==> src/rtl/assert_macros.svh <==
// Assertion helpers shared by the RTL. Each expects clk and rst in scope.
`ifndef ASSERT_MACROS_SVH
`define ASSERT_MACROS_SVH

// Same-cycle implication.
`define ASSERT_IMP(lbl, ante, cons, msg) \
  lbl: assert property (@(posedge clk) disable iff (rst) (ante) |-> (cons)) else $error(msg);

// Next-cycle implication.
`define ASSERT_NXT(lbl, ante, cons, msg) \
  lbl: assert property (@(posedge clk) disable iff (rst) (ante) |=> (cons)) else $error(msg);

`endif

==> src/rtl/doiu_mul.sv <==
module doiu_mul #(
  parameter int W = 33
) (
  input  logic                  clk,
  input  logic                  en,
  input  logic signed [W-1:0]   a,
  input  logic signed [W-1:0]   b,
  output logic signed [2*W-1:0] p
);

  localparam int CH = 24;
  localparam int N  = (W + CH - 1) / CH;
  localparam int NC = N * CH;

  logic [NC-1:0]     ma, mb;
  logic              neg1, neg2, neg3, neg4;
  logic [2*CH-1:0]   pp [N][N];
  logic [2*NC-1:0]   row [N];
  logic [2*NC-1:0]   row_next [N];
  logic [2*NC-1:0]   mag, mag_next;

  // sum partial products of one row, then the rows
  always_comb begin
    for (int i = 0; i < N; i++) begin
      row_next[i] = '0;
      for (int j = 0; j < N; j++) begin
        row_next[i] = row_next[i] + ((2*NC)'(pp[i][j]) << (j * CH));
      end
    end
    mag_next = '0;
    for (int i = 0; i < N; i++) begin
      mag_next = mag_next + (row[i] << (i * CH));
    end
  end

  always_ff @(posedge clk) begin
    if (en) begin
      ma   <= NC'($unsigned(a[W-1] ? -a : a));
      mb   <= NC'($unsigned(b[W-1] ? -b : b));
      neg1 <= a[W-1] ^ b[W-1];
      for (int i = 0; i < N; i++) begin
        for (int j = 0; j < N; j++) begin
          pp[i][j] <= ma[i*CH +: CH] * mb[j*CH +: CH];
        end
      end
      neg2 <= neg1;
      row  <= row_next;
      neg3 <= neg2;
      mag  <= mag_next;
      neg4 <= neg3;
      p    <= (2*W)'(neg4 ? (~mag + 1'b1) : mag);
    end
  end

endmodule

==> config.mk <==
export PLATFORM = sky130hd
export DESIGN_NAME = doiu_mul
export DESIGN_NICKNAME = d
export VERILOG_FILES = /design/src/rtl/assert_macros.svh /design/src/rtl/doiu_mul.sv
export SDC_FILE = /design/constraint.sdc
export NUM_CORES = 2
export LEC_CHECK = 0
export BUFFER_PORTS_ARGS = -buffer_cell sky130_fd_sc_hd__buf_2
export CORE_ASPECT_RATIO = 1.25
export CORE_MARGIN = 2
export CORE_UTILIZATION = 40
export CTS_CLUSTER_SIZE = 10
export DETAILED_ROUTE_END_ITERATION = 10
export MAX_ROUTING_LAYER = met4
export PLACE_DENSITY_LB_ADDON = 0.25
export SLEW_MARGIN = 30
export SYNTH_ARGS = -nofsm -noshare
export SYNTH_HDL_FRONTEND = slang
export SYNTH_SLANG_ARGS = --single-unit
==> constraint.sdc <==
create_clock -name clk -period 12.7 [get_ports clk]
set_clock_uncertainty 0.2 [all_clocks]
set_input_delay 1.27 -clock clk [delete_from_list [all_inputs] [get_ports clk]]
set_output_delay 1.27 -clock clk [all_outputs]
set_load 0.1 [all_outputs]
# Word level (Yosys, flattened, before mapping)
# Memory sizes are Yosys's and may differ from the RTL's.
# Cells that the tools add are included.
[word_totals] elab_cells=30 input_bits=68 n_memories=1 regBits=310 mem_bits_ro=0 mem_bits_rw=162 latch_bits=0 output_inout_bits=66
[mem_list] memory="pp" depth=2 width=81 read_ports=2 rd_ports_with_merged_regs=0 write_ports=2 line="doiu_mul.sv:17" text="logic [2*CH-1:0] pp [N][N];"
[classes] order_cmp=0 n_eq_ne=0 n_bitwise=2 mux=5 div=0 n_reduce_logical=0 shift=0 addsub=6 mul=4
[ops] op="$add 48x66->66" count=1
[ops] op="$add 66x1->66 const B" count=1
[ops] op="$add 66x66->66" count=1
[ops] op="$mux 66" count=1
[ops] op="$neg 33->33" count=2
[ops] op="$not 66->66" count=1
[ops] op="$mux 32" count=2
[ops] op="$mul 24x24->48" count=1
[ops] op="$add 42x42->42" count=1
[ops] op="$mul 24x9->33" count=1
[ops] op="$mul 9x24->33" count=1
[ops] op="$mul 9x9->18" count=1
[ops] op="$mux 1" count=2
[ops] op="$xor 1x1->1" count=1

# Depth between registers and ports, before layout
[logic_depth] depth_word=3 depth_mapped=27 ltp_nobuf=25

# Worst setup path before layout
# No wires, ideal clock.
[synth_path] kind="reg2reg" start="reg mb[3]" end="mem pp[0][73] (netlist name), data pin" period_less_slack_ns=7.087 stages_incl_launch_ff=26 required_time_ns=12.231 setup_time_ns=0.269 arrival_ns=6.618 n_path_buf=2 slack_ns=5.613 cell_sequence="edfxtp_1 clkbuf_1 nand2_1 fa_1 inv_1 fa_1 inv_1 fa_1 fa_1 inv_1 fa_1 fa_1 inv_1 fa_1 inv_1 ha_1 clkbuf_1 a21oi_1 o21ai_0 a211oi_1 a21oi_1 a211oi_1 o21ai_0 a311oi_1 o31ai_1 xor2_1"
[synth_rtl] element="start: declaration" line="doiu_mul.sv:15" text="logic [NC-1:0] ma, mb;"
[synth_rtl] element="start signal: assignment" line="doiu_mul.sv:39" text="mb <= NC'($unsigned(b[W-1] ? -b : b));"
[synth_rtl] element="end: declaration" line="doiu_mul.sv:17"

==> key figures <==
Clock network
  • H-tree depth: 2
  • Clock Tree Buf Depth: 3
  • Skew-Pair Late Insertion Delay: 0.67 ns
  • CTS Hold Buffers Added: 0
  • CTS Buf Count: 55
  • Clock transition at path regs: 0.06 ns
  • Cts repair resizes: 0
  • CTS Sinks: 434
  • Root buf cell: clkbuf_16
  • TritonCTS clock tree: done
  • Setup Fix Bufs, Post-CTS: 0

Yosys
  • Post-Synth Adder-Cell Area: 0.4042
  • Yosys reg bits: 434
  • Synth Area in Compound Gates: 0.07311
  • Synth Area in Simple Gates: 0.1465
  • Most used DFF post-synth: edfxtp_1
  • Cell count after synthesis: 5412
  • EDFF count, synth: 434
  • Yosys Warn Count: 0
  • Post-synth top cells: 949 x inv_1, 845 x fa_1, 762 x nand2_1
  • Largest area contributor in the netlist: fa_1
  • Most area-consuming cells after synthesis: fa_1 31%, edfxtp_1 24%, ha_1 9.0%
  • Largest family of logic cells by synthesized area: adder cells
  • Synthesized cell area: 53860 um2
  • Mux cell area share after synthesis: 0.0003717
  • Syn Area/Cell: 9.952 um2
  • Synth cell types: 61
  • Syn nets: 6713
  • Top-area cell type share of the netlist area: 0.3141
  • Async S/R FF share, synth: 0
  • Synth Area in XOR/XNOR: 0.05041
  • Most frequent cell after synthesis: inv_1
  • Register area share after synthesis: 0.2420

Critical path
  • R2R setup slack: 4.79 ns
  • Endpoint class of the critical path: register
  • Worst reg2reg path startpoint: mb[12]$_DFFE_PP_
  • FF-to-FF path depth: 25
  • R2r endpoint: pp[0][73]$_DFFE_PP_
  • Worst EP arrival: 8.08 ns
  • WS Path Type: register to register
  • Critical path fanouts, max: 24
  • Crit path required time: 12.87 ns
  • CP Launch Type: register

Die
  • DIE WIDTH: 332.2 um
  • Die ar.: 137600 um2
  • I/O pin count: 134
  • Core area: 133600 um2
  • Chip height: 414.3 um
  • Initial core utilization: 0.4031
  • Row count: 150

Place
  • Port Buffers: 133
  • Placer Congestion: 0.9025
  • HPWL Detailed: 103400 um

Timing
  • Final Hold Vio Count: 0
  • Final worst-path cycle share: 0.6227
  • Slew headroom: 0.3442
  • Max Fclk: 126.4 MHz
  • Period minus WS final: 7.909 ns
  • Worst slew pin tran: 0.9836 ns
  • Setup TNS: 0 ns
  • Setup violators final: 0
  • Pins Over Slew Limit: 0
  • RSZ-0062 raised after global routing: false

Detailed routing
  • Routed WL per cell: 18.84 um
  • Initial DRT Pass Iterations: 5
  • Remaining DRCs: 0
  • ANT nets after route: 0
  • Total number of vias: 37237
  • Final WL: 135700 um
  • Drt via density: 5.170
  • Initial drt markers: 2006

Global route
  • Global route overflow: 0
  • Vias in the first global route: 39555
  • GRT Resource Usage Total: 0.2075
  • First-pass GRT wire length: 219700 um
  • Met1 Use GR: 0.2626
  • Met2 Use GR: 0.3530
  • Largest net degree at the start of global routing: 183
  • Met3 GRT Util: 0.02581
  • Top Usage Layer GRT: met2
  • Initial antenna violation count: 1

Layout
  • Area grow syn2layout: 7.699%
  • Nets: 6729
  • Share of layout cells above drive strength 1: 0.05373
  • Final core utilization: 0.4341

Worst hold path
  • Hold Path Class: register to register
  • WHS Endpoint: mag[16]$_DFFE_PP_
  • Worst Hold Depth: 0
  • Hold Crit Start: row[112]$_DFFE_PP_

Status
  • Status: complete, no violations

Flow run
  • Maxcap violations: 0
state kept, by name (all words and copies together), names as in the netlist:
name  cells
neg3      1
row     100
pp      132
mb       33
p        66
neg1      1
ma       33
mag      66
neg4      1
neg2      1
layout make-up:
cell class                 instances  area [um2]
fill                           12933       75620
multi-input combinational       3781       36330
sequential                       434       13030
inverter                         949        3562
tap                             1748        2187
clock buffer                      62        1424
timing repair buffer             207        1247
clock inverter                    20       216.5
antenna                            1       2.502
layout by cell type, fill, tap and decap left out, types with 5 or more instances in the layout:
cell | Yosys | final
buf_4 | 0 | 72
o41ai_1 | 20 | 20
or2_2 | 7 | 7
o31ai_1 | 42 | 42
o31a_1 | 5 | 5
o21ai_0 | 145 | 145
a21o_1 | 101 | 101
or3_1 | 16 | 16
nor4_1 | 9 | 9
xor2_1 | 67 | 67
edfxtp_1 | 434 | 434
a41oi_1 | 6 | 6
o211ai_1 | 15 | 15
o21a_1 | 23 | 23
nor2_1 | 123 | 123
nand4_1 | 26 | 26
o21bai_1 | 19 | 19
and4_1 | 6 | 6
xnor2_1 | 243 | 243
clkbuf_16 | 0 | 56
nor3b_1 | 5 | 5
buf_2 | 0 | 132
nand2b_1 | 23 | 23
clkbuf_1 | 247 | 6
and3_1 | 27 | 27
ha_1 | 388 | 388
nand2_1 | 762 | 762
and2_1 | 484 | 484
fa_1 | 845 | 845
a31oi_1 | 22 | 22
or4_1 | 20 | 20
nand3_1 | 44 | 44
inv_1 | 949 | 949
a21boi_0 | 11 | 11
a21oi_1 | 164 | 164
clkinv_1 | 0 | 9
nor3_1 | 24 | 24
a211oi_1 | 18 | 18
nor2b_1 | 27 | 27
worst max-delay path, cell delays in order (launching register included):
cell and delay, ns:
edfxtp_1 0.53, buf_4 0.29, and2_1 0.23, fa_1 0.53, inv_1 0.05, fa_1 0.48, inv_1 0.06, fa_1 0.50
inv_1 0.06, fa_1 0.53, inv_1 0.05, fa_1 0.45, fa_1 0.50, inv_1 0.05, fa_1 0.47, inv_1 0.04
ha_1 0.42, nand2_1 0.10, o21ai_0 0.22, a211oi_1 0.08, a21oi_1 0.53, a211oi_1 0.20, o21ai_0 0.43, a311oi_1 0.21
o31ai_1 0.27, xor2_1 0.10
worst max path at each step:
stage / start / to / slack (ns) / depth (start not counted)
CTS: ma[11]$_DFFE_PP_ / pp[0][73]$_DFFE_PP_ / 4.77 / 24
detailed placement: ma[11]$_DFFE_PP_ / pp[0][73]$_DFFE_PP_ / 4.83 / 24
global placement: ma[11]$_DFFE_PP_ / pp[0][73]$_DFFE_PP_ / 4.94 / 24
finish: mb[12]$_DFFE_PP_ / pp[0][73]$_DFFE_PP_ / 4.79 / 25
floorplan: mb[3]$_DFFE_PP_ / pp[0][73]$_DFFE_PP_ / 5.61 / 25
global route: mb[12]$_DFFE_PP_ / pp[0][73]$_DFFE_PP_ / 4.43 / 25
kinds of logic (layout without fill, tap and decap cells):
| kind of cell | after synthesis | count (layout) |
|---|---|---|
| AND/OR/NAND/NOR | 1616 | 1616 |
| other | 0 | 1 |
| adder cells (fa/ha/maj) | 1233 | 1233 |
| multiplexers | 2 | 2 |
| AO/OA/AOI/OAI | 620 | 620 |
| buffers and inverters | 1197 | 1238 |
| XOR/XNOR | 310 | 310 |
| flip-flops | 434 | 434 |
metrics by stage:
| stage | instances | worst slack, ns | instance area [um2] | hold WS, ns |
|---|---|---|---|---|
| floorplan | 5412 | 5.613 | 53860 | 0.2003 |
| global placement | 7119 | 4.943 | 56360 | 0.2015 |
| detailed placement | 7119 | 4.831 | 56360 | 0.2045 |
| CTS | 7201 | 4.775 | 58000 | 0.2176 |
| global route | 7202 | 4.428 | 58010 | 0.2209 |
| finish | 7202 | 4.791 | 58010 | 0.2158 |
per-layer routing:
metal  vias to the layer above  wire, um
met5                         -         0
met4                         0      3382
met3                       197      6579
met2                       912     67660
met1                     19056     58080
li1                      17072         -
Power is not shown: default switching activity piles up to over one toggle a cycle in this logic, so the estimate is an artifact.
